[src/design/bdqs_pkg.sv]
// ----------------------------------------------------------------------------
// bdqs_pkg
// Shared types and codes for the bounded deque with search: operation and
// status codes, the stored word type and the control group sent to the cells.
// ----------------------------------------------------------------------------
package bdqs_pkg;

    typedef logic signed [31:0] word_t;

    typedef enum logic [2:0] {
        OP_PUSH_FRONT = 3'd0,
        OP_PUSH_BACK  = 3'd1,
        OP_POP_FRONT  = 3'd2,
        OP_POP_BACK   = 3'd3,
        OP_SEARCH     = 3'd4
    } op_code_t;

    typedef enum logic [1:0] {
        ST_OK       = 2'd0,
        ST_EMPTY    = 2'd1,
        ST_FULL     = 2'd2,
        ST_NOTFOUND = 2'd3
    } status_t;

    // take_prev: shift towards the back, cell 0 loads the pushed value
    // take_next: shift towards the front, the last cell takes cell 0
    // load_back: the cell whose index equals the entry count loads the value
    typedef struct packed {
        logic take_prev;
        logic take_next;
        logic load_back;
    } cell_ctl_t;

endpackage

[src/design/bounded_deque_with_search.sv]
// ----------------------------------------------------------------------------
// bounded_deque_with_search
// Double-ended queue of signed 32-bit words held in a chain of cells, cell 0
// at the front, with push and pop at both ends and a search for a key.
// ----------------------------------------------------------------------------
//  Channel   Handshake          Signals
//  request   start & !busy      op, value
//  result    done (one cycle)   status, popped_value, found, position,
//                               entry_count
//
//  Push front, push back and pop front need no rotation: done follows the
//  transfer in the next cycle and busy stays low. Pop back and search rotate
//  the whole chain once, one cell per cycle; busy is high while the chain
//  rotates and done is registered on the last step; a new request may
//  be taken in the done cycle. Reset empties the deque at once; the cells
//  themselves are not cleared. done is high for one cycle; the result holds.
// ----------------------------------------------------------------------------
module bounded_deque_with_search
    import bdqs_pkg::*;
#(
    parameter int CAPACITY = 16
)
(
    input  logic               clk,
    input  logic               rst_n,
    input  logic               start,
    output logic               busy,
    input  logic [2:0]         op,
    input  logic signed [31:0] value,
    output logic               done,
    output logic [1:0]         status,
    output logic signed [31:0] popped_value,
    output logic               found,
    output logic [3:0]         position,
    output logic [4:0]         entry_count
);

    localparam int CNT_W = $clog2(CAPACITY + 1);

    cell_ctl_t        cell_ctl;
    logic [CNT_W-1:0] count;
    word_t            cell_data [CAPACITY];

    bdqs_ctrl #(
        .CAPACITY (CAPACITY)
    ) u_ctrl (
        .clk          (clk),
        .rst_n        (rst_n),
        .start        (start),
        .busy         (busy),
        .op           (op),
        .value        (value),
        .head         (cell_data[0]),
        .cell_ctl     (cell_ctl),
        .count        (count),
        .done         (done),
        .status       (status),
        .popped_value (popped_value),
        .found        (found),
        .position     (position),
        .entry_count  (entry_count)
    );

    for (genvar i = 0; i < CAPACITY; i++)
    begin : g_cell
        word_t prev_data;
        word_t next_data;

        if (i == 0)
        begin : g_first
            assign prev_data = value;
        end
        else
        begin : g_mid_prev
            assign prev_data = cell_data[i-1];
        end

        // close the ring so a full rotation restores the order
        if (i == CAPACITY - 1)
        begin : g_last
            assign next_data = cell_data[0];
        end
        else
        begin : g_mid_next
            assign next_data = cell_data[i+1];
        end

        bdqs_cell #(
            .CELL_IDX (i),
            .CNT_W    (CNT_W)
        ) u_cell (
            .clk       (clk),
            .cell_ctl  (cell_ctl),
            .count     (count),
            .value     (value),
            .prev_data (prev_data),
            .next_data (next_data),
            .data      (cell_data[i])
        );
    end

endmodule

[src/design/bdqs_cell.sv]
// ----------------------------------------------------------------------------
// bdqs_cell
// One storage cell of the deque chain. Holds the entry at a fixed position
// from the front and takes its neighbour's word on a shift.
// ----------------------------------------------------------------------------
module bdqs_cell
    import bdqs_pkg::*;
#(
    parameter int CELL_IDX = 0,
    parameter int CNT_W    = 5
)
(
    input  logic             clk,
    input  cell_ctl_t        cell_ctl,
    input  logic [CNT_W-1:0] count,
    input  word_t            value,
    input  word_t            prev_data,
    input  word_t            next_data,
    output word_t            data
);

    word_t data_reg;
    word_t data_next;

    always_comb
    begin
        data_next = data_reg;
        if (cell_ctl.take_prev)
        begin
            data_next = prev_data;
        end
        else if (cell_ctl.take_next)
        begin
            data_next = next_data;
        end
        else if (cell_ctl.load_back && (count == CNT_W'(CELL_IDX)))
        begin
            data_next = value;
        end
    end

    always_ff @(posedge clk)
    begin
        data_reg <= data_next;
    end

    assign data = data_reg;

endmodule

[src/design/bdqs_ctrl.sv]
// ----------------------------------------------------------------------------
// bdqs_ctrl
// Sequencer for the deque: decodes requests, keeps the entry count, drives
// the cell chain and walks a full rotation for search and back pop.
// ----------------------------------------------------------------------------
module bdqs_ctrl
    import bdqs_pkg::*;
#(
    parameter  int CAPACITY = 16,
    localparam int CNT_W    = $clog2(CAPACITY + 1),
    localparam int IDX_W    = $clog2(CAPACITY)
)
(
    input  logic             clk,
    input  logic             rst_n,
    input  logic             start,
    output logic             busy,
    input  logic [2:0]       op,
    input  word_t            value,
    input  word_t            head,
    output cell_ctl_t        cell_ctl,
    output logic [CNT_W-1:0] count,
    output logic             done,
    output logic [1:0]       status,
    output word_t            popped_value,
    output logic             found,
    output logic [3:0]       position,
    output logic [4:0]       entry_count
);

    typedef enum logic {
        S_IDLE,
        S_ROTATE
    } state_t;

    state_t           state_reg,  state_next;
    logic [CNT_W-1:0] count_reg,  count_next;
    logic [IDX_W-1:0] step_reg,   step_next;
    word_t            key_reg,    key_next;
    logic             is_pop_reg, is_pop_next;
    logic             done_reg,   done_next;
    status_t          status_reg, status_next;
    word_t            popped_reg, popped_next;
    logic             found_reg,  found_next;
    logic [IDX_W-1:0] pos_reg,    pos_next;

    logic             accept;
    logic             not_full;
    logic             not_empty;
    logic             in_range;
    logic             match;
    logic             last_step;
    logic [31:0]      count_wide;
    logic [31:0]      pos_wide;

    assign accept    = start && (state_reg == S_IDLE);
    assign not_full  = (count_reg != CNT_W'(CAPACITY));
    assign not_empty = (count_reg != '0);
    assign in_range  = (CNT_W'(step_reg) < count_reg);
    assign match     = in_range && !found_reg && (head == key_reg);
    assign last_step = (step_reg == IDX_W'(CAPACITY - 1));

    always_comb
    begin
        cell_ctl.take_prev = accept && (op == OP_PUSH_FRONT) && not_full;
        cell_ctl.load_back = accept && (op == OP_PUSH_BACK) && not_full;
        // rotation and front pop both move every entry one cell to the front
        cell_ctl.take_next = (accept && (op == OP_POP_FRONT) && not_empty)
                             || (state_reg == S_ROTATE);
    end

    always_comb
    begin
        state_next  = state_reg;
        count_next  = count_reg;
        step_next   = step_reg;
        key_next    = key_reg;
        is_pop_next = is_pop_reg;
        done_next   = 1'b0;
        status_next = status_reg;
        popped_next = popped_reg;
        found_next  = found_reg;
        pos_next    = pos_reg;

        case (state_reg)
            S_IDLE:
            begin
                if (accept)
                begin
                    status_next = ST_OK;
                    popped_next = '0;
                    found_next  = 1'b0;
                    pos_next    = '0;
                    done_next   = 1'b1;
                    case (op)
                        OP_PUSH_FRONT, OP_PUSH_BACK:
                        begin
                            if (not_full)
                            begin
                                count_next = count_reg + CNT_W'(1);
                            end
                            else
                            begin
                                status_next = ST_FULL;
                            end
                        end
                        OP_POP_FRONT:
                        begin
                            if (not_empty)
                            begin
                                popped_next = head;
                                count_next  = count_reg - CNT_W'(1);
                            end
                            else
                            begin
                                status_next = ST_EMPTY;
                            end
                        end
                        OP_POP_BACK, OP_SEARCH:
                        begin
                            if (!not_empty)
                            begin
                                status_next = (op == OP_SEARCH) ? ST_NOTFOUND : ST_EMPTY;
                            end
                            else
                            begin
                                // hold the result back until the chain has come full circle
                                done_next   = 1'b0;
                                state_next  = S_ROTATE;
                                step_next   = '0;
                                key_next    = value;
                                is_pop_next = (op == OP_POP_BACK);
                            end
                        end
                        default:
                        begin
                            status_next = ST_OK;
                        end
                    endcase
                end
            end
            S_ROTATE:
            begin
                step_next = step_reg + IDX_W'(1);
                if (is_pop_reg)
                begin
                    if (CNT_W'(step_reg) == (count_reg - CNT_W'(1)))
                    begin
                        popped_next = head;
                    end
                end
                else if (match)
                begin
                    found_next = 1'b1;
                    pos_next   = step_reg;
                end
                if (last_step)
                begin
                    state_next = S_IDLE;
                    done_next  = 1'b1;
                    if (is_pop_reg)
                    begin
                        count_next  = count_reg - CNT_W'(1);
                        status_next = ST_OK;
                    end
                    else
                    begin
                        status_next = (found_reg || match) ? ST_OK : ST_NOTFOUND;
                    end
                end
            end
            default:
            begin
                state_next = S_IDLE;
            end
        endcase
    end

    always_ff @(posedge clk or negedge rst_n)
    begin
        if (!rst_n)
        begin
            state_reg  <= S_IDLE;
            count_reg  <= '0;
            step_reg   <= '0;
            key_reg    <= '0;
            is_pop_reg <= 1'b0;
            done_reg   <= 1'b0;
            status_reg <= ST_OK;
            popped_reg <= '0;
            found_reg  <= 1'b0;
            pos_reg    <= '0;
        end
        else
        begin
            state_reg  <= state_next;
            count_reg  <= count_next;
            step_reg   <= step_next;
            key_reg    <= key_next;
            is_pop_reg <= is_pop_next;
            done_reg   <= done_next;
            status_reg <= status_next;
            popped_reg <= popped_next;
            found_reg  <= found_next;
            pos_reg    <= pos_next;
        end
    end

    assign count_wide = 32'(count_reg);
    assign pos_wide   = 32'(pos_reg);

    assign busy         = (state_reg == S_ROTATE);
    assign count        = count_reg;
    assign done         = done_reg;
    assign status       = status_reg;
    assign popped_value = popped_reg;
    assign found        = found_reg;
    assign position     = pos_wide[3:0];
    assign entry_count  = count_wide[4:0];

endmodule
[config.mk]
export PLATFORM = sky130hd
export DESIGN_NAME = bounded_deque_with_search
export DESIGN_NICKNAME = d
export VERILOG_FILES = /design/src/design/bdqs_pkg.sv /design/src/design/bounded_deque_with_search.sv /design/src/design/bdqs_cell.sv /design/src/design/bdqs_ctrl.sv
export SDC_FILE = /design/constraint.sdc
export NUM_CORES = 1
export LEC_CHECK = 0
export ABC_AREA = 1
export ABC_CLOCK_PERIOD_IN_PS = 4800
export BUFFER_PORTS_ARGS = -buffer_cell sky130_fd_sc_hd__clkbuf_2
export CORE_ASPECT_RATIO = 1.4
export CORE_UTILIZATION = 62
export CTS_CLUSTER_DIAMETER = 120
export DETAILED_ROUTE_END_ITERATION = 10
export HOLD_SLACK_MARGIN = 0.1
export PLACE_DENSITY = 0.81
export SYNTH_ARGS = -nofsm -noshare
export SYNTH_HDL_FRONTEND = slang
export SYNTH_SLANG_ARGS = --single-unit
[constraint.sdc]
create_clock -name clk -period 4.8 [get_ports clk]
set_input_delay 0.24 -clock clk [delete_from_list [all_inputs] [get_ports clk]]
set_output_delay 0.24 -clock clk [all_outputs]
set_load 0.01 [all_outputs]
* After elaboration in Yosys (flattened, before gate mapping)
Index checks and enable logic that the tools add are counted.
Cells by class: $add $sub $neg 3, order comparisons 1, equal/unequal tests 34, reductions and logical operators 55, bitwise gates (word level) 1, multiplexer cells 93
Operators with widths (number):
- 2-to-1 mux 32 bit | 53
- one-hot mux 32 bit (2 select lines) | 1
- nonzero test 3 bit | 16
- == test 5 x 4 -> 1 bit (second input constant) | 8
- == test 32 bit | 1
- logical AND 1 bit | 25
- 2-to-1 mux 5 bit | 5
- 2-to-1 mux 4 bit | 6
- == test 5 x 3 -> 1 bit (second input constant) | 4
- one-hot mux 5 bit (2 select lines) | 2
- one-hot mux 4 bit (2 select lines) | 2
- 2-to-1 mux 2 bit | 7
- 2-to-1 mux 1 bit | 12
- inequality test 2 bit (second input constant) | 6
- == test 5 x 2 -> 1 bit (second input constant) | 2
- AND reduction 3 bit | 3
- == test 3 x 2 -> 1 bit (second input constant) | 2
- inequality test 3 x 2 -> 1 bit (second input constant) | 2
- one-hot mux 1 bit (2 select lines) | 3
- one-hot mux 2 bit (3 select lines) | 1
- AND reduction 6 bit | 1
- adder 5 x 1 -> 5 bit (second input constant) | 1
- == test 4 x 5 -> 1 bit | 1
- == test 5 x 1 -> 1 bit (second input constant) | 1
- 19 further kinds | 22
Word-level totals: bits in registers 595, output and inout bits 46

* Logic depth before layout (Yosys ltp)
Gate-level depths: netlist (run 1).
depth after elaboration 8, mapped depth 13, depth with buffers taken out 11

* Hierarchy
From an unflattened synthesis (run 1), not the netlist that was laid out.
Second synthesis, totals: cell total of the unflattened synthesis 5120, area total of the unflattened synthesis 37242.0 um^2
Modules (own cells, without submodules):
- bdqs_cell at g_cell[10].u_cell ... | cells each 280, instances 10, area an instance 2037.0 um^2
- bdqs_cell at g_cell[13].u_cell ... | cells each 281, instances 3, area an instance 2040.7 um^2
- bdqs_cell at g_cell[0].u_cell ... | cells each 279, instances 3, area an instance 2033.2 um^2
- bdqs_ctrl | cells each 640, instances 1, area an instance 4650.7 um^2

* Worst setup path after synthesis (run 1)
OpenSTA, ideal clock, no wires.
path kind reg-to-reg, start register u_ctrl.count_reg[0] (netlist: u_ctrl.count[0]), end register g_cell[10].u_cell.data_reg[0], enable pin, clock period less this slack 4089 ps, path buffers 0, data required time 4334 ps, library setup time 466 ps, cell stages (with the launch flop) 8, arrival time 3623 ps, setup slack 711 ps, cells stage by stage dfrtp_1 > inv_1 > ha_1 > nand3_1 > nand2_1 > nor2_1 > nand2_1 > o21ai_0
On the way: word-level cells in the longest chain between the ends 4
Ends and longest elaborated chain:
- start, declared | RTL line bdqs_ctrl.sv:37 | logic [CNT_W-1:0] count_reg, count_next;
- start signal, assigned | RTL line bdqs_ctrl.sv:197 | count_reg <= count_next;
- inequality test 5 bit / nonzero test 5 bit (equally long branches) | RTL line bdqs_ctrl.sv:57, bdqs_ctrl.sv:58
- logical AND 1 bit, on equally long branches | RTL line bdqs_ctrl.sv:66, bdqs_ctrl.sv:68
- logical AND 1 bit / logical OR 1 bit (equally long branches) | RTL line bdqs_cell.sv:36, bdqs_ctrl.sv:69
- nonzero test 3 bit (no source line) *
- end signal, assigned | RTL line bdqs_cell.sv:44 | data_reg <= data_next;
- end, declared | RTL line bdqs_cell.sv:22 | word_t data_reg;
Every way passes the cells marked *; elsewhere a longest branch is shown, timed or not. A chain may end at the register's enable or synchronous reset.

* Final worst setup path (run 1)
start register u_ctrl.count_reg[1] (netlist: u_ctrl.count[1]), end register g_cell[15].u_cell.data_reg[4], enable pin
On the way: word-level cells in the longest chain between the ends 4
Ends and longest elaborated chain (RTL line):
- inequality test 5 bit / nonzero test 5 bit (equally long branches) | bdqs_ctrl.sv:57, bdqs_ctrl.sv:58
- logical AND 1 bit, on equally long branches | bdqs_ctrl.sv:66, bdqs_ctrl.sv:68
- logical AND 1 bit / logical OR 1 bit (equally long branches) | bdqs_cell.sv:36, bdqs_ctrl.sv:69
- nonzero test 3 bit (no source line) *
- end signal, assigned | bdqs_cell.sv:44
- end, declared | bdqs_cell.sv:22
Marked as above.

==> results of run 1 <==
cells by family after synthesis:
logic type	count (synthesis)
buffers and inverters	269
xor gates and xnor gates	13
and+or+nand+nor	1708
muxes	5
DFF	595
adders and majority gates	11
AOI/OAI and AO/OA	168
power groups by stage:
stage / Combinational [mW] / Clock [mW] / Sequential, mW
floorplan: 5.33 / 0 / 11.2
global placement: 7.52 / 0 / 11.5
detailed placement: 7.91 / 0 / 11.6
CTS: 7.98 / 4.27 / 11.6
global route: 8.86 / 4.44 / 11.9
finish: 8.14 / 4.26 / 11.7
worst max path at each step:
stage / slack (ns) / from / depth (start not counted) / to
global route: 0.90 / u_ctrl.count[0] / 11 / g_cell[2].u_cell.data[15]
detailed placement: 1.17 / u_ctrl.count[1] / 9 / g_cell[15].u_cell.data[18]
CTS: 1.13 / u_ctrl.count[1] / 9 / g_cell[15].u_cell.data[6]
floorplan: 0.71 / u_ctrl.count[0] / 7 / g_cell[10].u_cell.data[0]
global placement: 1.25 / u_ctrl.count[0] / 9 / g_cell[15].u_cell.data[18]
finish: 1.10 / u_ctrl.count[1] / 9 / g_cell[15].u_cell.data[4]
cell type report:
| cell class | instances | area [um2] |
|---|---|---|
| antenna | 4 | 10.01 |
| clock buffer | 70 | 1485 |
| clock inverter | 24 | 214.0 |
| fill | 2939 | 13080 |
| inverter | 100 | 390.4 |
| multi-input combinational | 1905 | 8682 |
| sequential | 595 | 17450 |
| tap | 552 | 690.7 |
| timing repair buffer | 150 | 1124 |
layer usage:
layer / wire, um / GRT usage
met5: 10 / 0
met2: 33210 / 0.4960
met3: 7963 / 0.06703
met1: 26400 / 0.4390
met4: 3175 / 0.1366
per-stage QoR:
stage / std cells / setup slack (ns) / hold slack (ns) / area [um2]
floorplan: 2769 / 0.7110 / -0.05559 / 27170
global route: 3399 / 0.9036 / 0.1898 / 30050
finish: 3400 / 1.100 / 0.1590 / 30050
CTS: 3396 / 1.132 / 0.1289 / 30040
detailed placement: 3266 / 1.169 / 0.1369 / 27980
global placement: 3266 / 1.253 / 0.1346 / 27980
cell usage after synthesis:
cell type,n
nand4_1,8
a22oi_1,72
nor2_2,1
edfxtp_1,512
xor2_1,6
nor3_1,1
buf_1,7
inv_1,91
buf_8,1
dfrtp_1,83
ha_1,11
o211ai_1,27
nand2_2,5
buf_4,9
nand2_1,1151
mux2_2,5
a31oi_1,1
o32ai_1,1
nand2_4,8
a21oi_1,32
buf_2,108
nand4_2,1
o21ai_0,33
xnor2_1,7
nor2_1,68
buf_6,3
o21ai_1,1
nor2_4,1
nand3_1,464
clkbuf_1,41
o21a_1,1
inv_2,9
what timing repair did:
item	in CTS	in global routing
setup buffers	0	0
hold buffers	36	0
endpoints found under the hold margin	83	0
worst min-delay path, stage by stage:
cell and delay [ns]:
clkbuf_2 0.09, nand2_1 0.11, a31oi_1 0.09, nor2_1 0.09
a21oi_1 0.08
==> flow_summary.json, run 1 <==
{
  "status": "completed",
  "worstRegToRegCells": 9,
  "worstPathCellList": "inv_1 > ha_1 > nand4_2 > nand2_1 > inv_2 > nand2_4 > nand2_2 > inv_2 > nand2_2",
  "chipHeight_um": 249.7,
  "final_common_cell": "nand2_1",
  "final_layout_size_suffix_gt1_frac": 0.08474,
  "cts_sinks": 595,
  "p_leak_nw": 12.89,
  "syn-num-nets": 2818,
  "clk_pin_slew_worst_paths_ns": 0.07,
  "power_mw": 24.06,
  "min_delay_worst_endpoint": "u_ctrl.status[0]",
  "cap_viol_max_count": 0,
  "ctsResizeCount": 0,
  "yosysTopAreaCell": "edfxtp_1",
  "dp.final_hpwl_mm": 41.36,
  "fp.dieW_um": 178.9,
  "setup_viol": 0,
  "vdd_drop_max_uv": 522.6,
  "power_switching_mw": 9.466,
  "hold_viol": 0,
  "nets": 2853,
  "seq_area_frac_synth": 0.6423,
  "synth_compound_area_frac": 0.04034,
  "synth_mux_area_frac": 0.002072,
  "ff2ff_setup_slack_ns": 1.10,
  "ant_nets": 0,
  "start_util": 0.6300,
  "wl_mm": 70.75,
  "path_buf_inv": 3,
  "synth_top_family_by_area": "simple AND/OR/NAND/NOR gates",
  "yosys_warnings": 0,
  "setup_tns_ns": 0,
  "critPathRequiredTime_ns": 4.86,
  "io_buffer_count": 83,
  "grt_setup_unrepaired": "no",
  "coreArea_um2": 43130,
  "syn_to_final_growth_pct": 10.58,
  "largest_reg_flops": 512,
  "p_int_mw": 14.60,
  "max_slew.worst_pin.slew_ns": 1.186,
  "clkPwrFrac": 0.177,
  "htreeDepth": 2,
  "r2r-start": "u_ctrl.count[1]",
  "die_area_um2": 44680,
  "hp-class": "input pin to register",
  "p_sw_frac": 0.3934,
  "cts_tree": "yes",
  "cts_root_buf": "clkbuf_16",
  "synth.top_cell.area_share": 0.5658,
  "synth_xor_area_frac": 0.004190,
  "avgSynthCellArea_um2": 9.813,
  "drc": 0,
  "io_pins": 84,
  "slew_headroom": 0.2064,
  "postSynthCellCount": 2769,
  "grt_overflow_total": 0,
  "clk_latency_ns": 0.59,
  "grt_pass1_vias": 20024,
  "holdPathStages": 5,
  "synth-seq-cells": 595,
  "cts-buffers-inserted": 52,
  "grt_use_total": 0.3201,
  "worst-path-max-fanout": 33,
  "p_comb_frac": 0.338,
  "r2r_end": "g_cell[15].u_cell.data[4]",
  "grt_pass1_wl_mm": 109.8,
  "antenna_found_initial": 5,
  "crit_type": "register to register",
  "vias": 21017,
  "critPathArrivalTime_ns": 3.76,
  "std_cell_rows": 90,
  "slew_viol_final": 0,
  "cts_max_path_buffers": 3,
  "syn_area_um2": 27170,
  "yosysUniqueCellTypes": 32,
  "max_clock_freq_mhz": 270.3,
  "period_minus_slack_ns": 3.700,
  "min-delay-start": "op[2]",
  "layout_common_cells": "nand2_1, edfxtp_1, nand3_1",
  "min_period_over_period": 0.7708,
  "via_per_inst": 6.181,
  "powerDensity_nw_per_um2": 800.8,
  "cp-start-kind": "register",
  "detail_route.first_pass.iterations": 6,
  "cp-end-kind": "register",
  "yosys-top-cells-area": "edfxtp_1, nand2_1, nand3_1",
  "max_stage_delay_ns": 0.89,
  "gp_congestion": 0.9258,
  "first_iter_violations": 3062,
  "yosys.area_share.simple": 0.2615,
  "grt_max_degree": 189,
  "critPathTopFamily": "simple AND/OR/NAND/NOR gates",
  "seqPwrFrac": 0.484,
  "finalClockSkew_ns": 0.01618,
  "slowest_stage": "nand2_2",
  "final_core_util": 0.6967,
  "wl_per_cell_um": 20.81,
  "synth_adder_area_share": 0.005065
}
Note: power is estimated with default switching activity, not from simulation.
==> run 2: changes to the inputs <==
Settings changed: ABC_CLOCK_PERIOD_IN_PS 4800 to 3100, CORE_UTILIZATION 62 to 56, PLACE_DENSITY 0.81 to 0.78.
Clock period 4.8 ns to 3.1 ns, I/O delays scaled along.
==> run 2 against run 1 <==
Fmax up 38%; sequential share of layout area decreased by 0.67 points; critical path depth unchanged; register-to-register slack got worse by 0.68 ns; sequential cell count did not move; global-route usage is 2.8 points lower; wire length is 2.5% higher; clock skew up 0.013 ns; clock power grew 47%; cell area up 1.2%; first-iteration DRC count shrank 2.4%; critical endpoint is now g_cell[15].u_cell.data[18]; largest power group unchanged.
==> flow_summary.json, run 2 (synthesis gave the netlist of run 1 again) <==
{
  "grt_overflow_total": 0,
  "wl_mm": 72.52,
  "hold_viol": 0,
  "powerDensity_nw_per_um2": 1231,
  "ant_nets": 0,
  "slew_headroom": 0.4590,
  "io_buffer_count": 83,
  "first_iter_violations": 2989,
  "detail_route.first_pass.iterations": 6,
  "critPathTopFamily": "simple AND/OR/NAND/NOR gates",
  "coreArea_um2": 47900,
  "drc": 0,
  "io_pins": 84,
  "grt_setup_unrepaired": "no",
  "clk_latency_ns": 0.61,
  "final_common_cell": "nand2_1",
  "max_slew.worst_pin.slew_ns": 0.8085,
  "die_area_um2": 49420,
  "nets": 2882,
  "grt_use_total": 0.2922,
  "vdd_drop_max_uv": 1207,
  "grt_max_degree": 105,
  "vias": 21203,
  "period_minus_slack_ns": 2.682,
  "hp-class": "input pin to async pin",
  "cts_tree": "yes",
  "chipHeight_um": 262.6,
  "worst-path-max-fanout": 17,
  "path_buf_inv": 3,
  "slew_viol_final": 0,
  "via_per_inst": 6.049,
  "fin_cells": 3505,
  "max_clock_freq_mhz": 372.9,
  "cpMostUsedCell": "nand2_1",
  "critPathRequiredTime_ns": 3.52,
  "slowest_stage": "dfrtp_1",
  "grt_pass1_vias": 20396,
  "finalClockSkew_ns": 0.02942,
  "ff2ff_setup_slack_ns": 0.42,
  "cp-end-kind": "register",
  "gp_congestion": 0.9093,
  "htreeDepth": 2,
  "final_layout_size_suffix_gt1_frac": 0.08904,
  "min_period_over_period": 0.8651,
  "crit_type": "register to register",
  "postCtsSetupRepairBufs": 0,
  "largest_reg_flops": 512,
  "cts_sinks": 595,
  "p_leak_nw": 13.02,
  "worstPathCellList": "inv_1 > ha_1 > nand3_1 > nand2_1 > nand2_2 > inv_2 > buf_4 > nand2_1 > o211ai_1",
  "wl_per_cell_um": 20.69,
  "worstRegToRegCells": 9,
  "antenna_cells": 0,
  "final_core_util": 0.6346,
  "r2r-start": "u_ctrl.count[0]",
  "nFillCells": 3631,
  "layout_common_cells": "nand2_1, edfxtp_1, nand3_1",
  "dp.final_hpwl_mm": 43.68,
  "max_stage_delay_ns": 0.44,
  "critPathArrivalTime_ns": 3.10,
  "clk_pin_slew_worst_paths_ns": 0.07,
  "cap_viol_max_count": 0,
  "cp-start-kind": "register",
  "std_cell_rows": 95,
  "antenna_found_initial": 0,
  "status": "completed",
  "grt_pass1_wl_mm": 112.5,
  "setup_viol": 0,
  "start_util": 0.5672,
  "cts-buffers-inserted": 53,
  "cts_max_path_buffers": 3,
  "syn_to_final_growth_pct": 11.88,
  "fp.dieW_um": 188.2,
  "place_inst": 3370,
  "r2r_end": "g_cell[15].u_cell.data[18]",
  "cts_root_buf": "clkbuf_16"
}
run 2: worst max-delay path by stage:
| stage | startpoint | depth (start not counted) | endpoint |
|---|---|---|---|
| 4_1_cts | u_ctrl.count[0] | 9 | g_cell[15].u_cell.data[18] |
| 3_3_place_gp | u_ctrl.count[0] | 8 | g_cell[2].u_cell.data[20] |
| 3_5_place_dp | u_ctrl.count[0] | 8 | g_cell[2].u_cell.data[23] |
| 6_report | u_ctrl.count[0] | 9 | g_cell[15].u_cell.data[18] |
| 5_1_grt | u_ctrl.count[0] | 9 | g_cell[15].u_cell.data[18] |
| 2_1_floorplan | u_ctrl.count[0] | 7 | g_cell[1].u_cell.data[0] |
run 2: worst reg2reg max path, cell delays in order, from the launching register on:
cell and delay (ns):
dfrtp_1 0.44, inv_1 0.19, ha_1 0.27, nand3_1 0.17, nand2_1 0.24, nand2_2 0.08, inv_2 0.08, buf_4 0.35
nand2_1 0.46, o211ai_1 0.25
run 2: timing repair:
item	in CTS	in global routing
resized for setup	0	0
hold buffers	38	0
hold endpoints to repair	220	0
run 2: area by class of cell:
cell class | instances | area, um2 | share of cell area
Clock buffer | 74 | 1435 | 0.04721
Clock inverter | 23 | 137.6 | 0.004527
Multi-Input combinational cell | 1905 | 8682 | 0.2856
Tap cell | 630 | 788.3 | 0.02593
Timing Repair Buffer | 178 | 1514 | 0.04980
Inverter | 100 | 390.4 | 0.01284
Sequential cell | 595 | 17450 | 0.5741
run 2: where the power goes:
part	internal (mW)	switching, mW	total [mW]
Clock	3.31	2.97	6.28
Sequential	15.3	2.74	18.0
Combinational	3.95	9.16	13.1
Total	22.6	14.9	37.4
run 2: routing by layer:
| metal | GRT usage | vias to the layer above | routed length [um] |
|---|---|---|---|
| met5 | 0 | - | 0 |
| met4 | 0.1408 | 0 | 3613 |
| met3 | 0.04581 | 247 | 7863 |
| met2 | 0.4617 | 1353 | 33890 |
| met1 | 0.3967 | 10071 | 27150 |
| li1 | - | 9532 | - |
run 2: metrics by stage:
stage / area, um2 / TNS, ns / setup slack, ns / hold slack (ns) / power, mW
4_1_cts: 30400 / 0 / 0.4686 / 0.1294 / 37.16
2_1_floorplan: 27180 / -57.33 / -0.1509 / -0.1406 / 25.49
5_1_grt: 30400 / 0 / 0.2726 / 0.2254 / 39.29
3_5_place_dp: 28450 / 0 / 0.5083 / 0.2752 / 30.76
6_report: 30400 / 0 / 0.4180 / 0.1645 / 37.43
3_3_place_gp: 28450 / 0 / 0.5355 / 0.2573 / 30.04
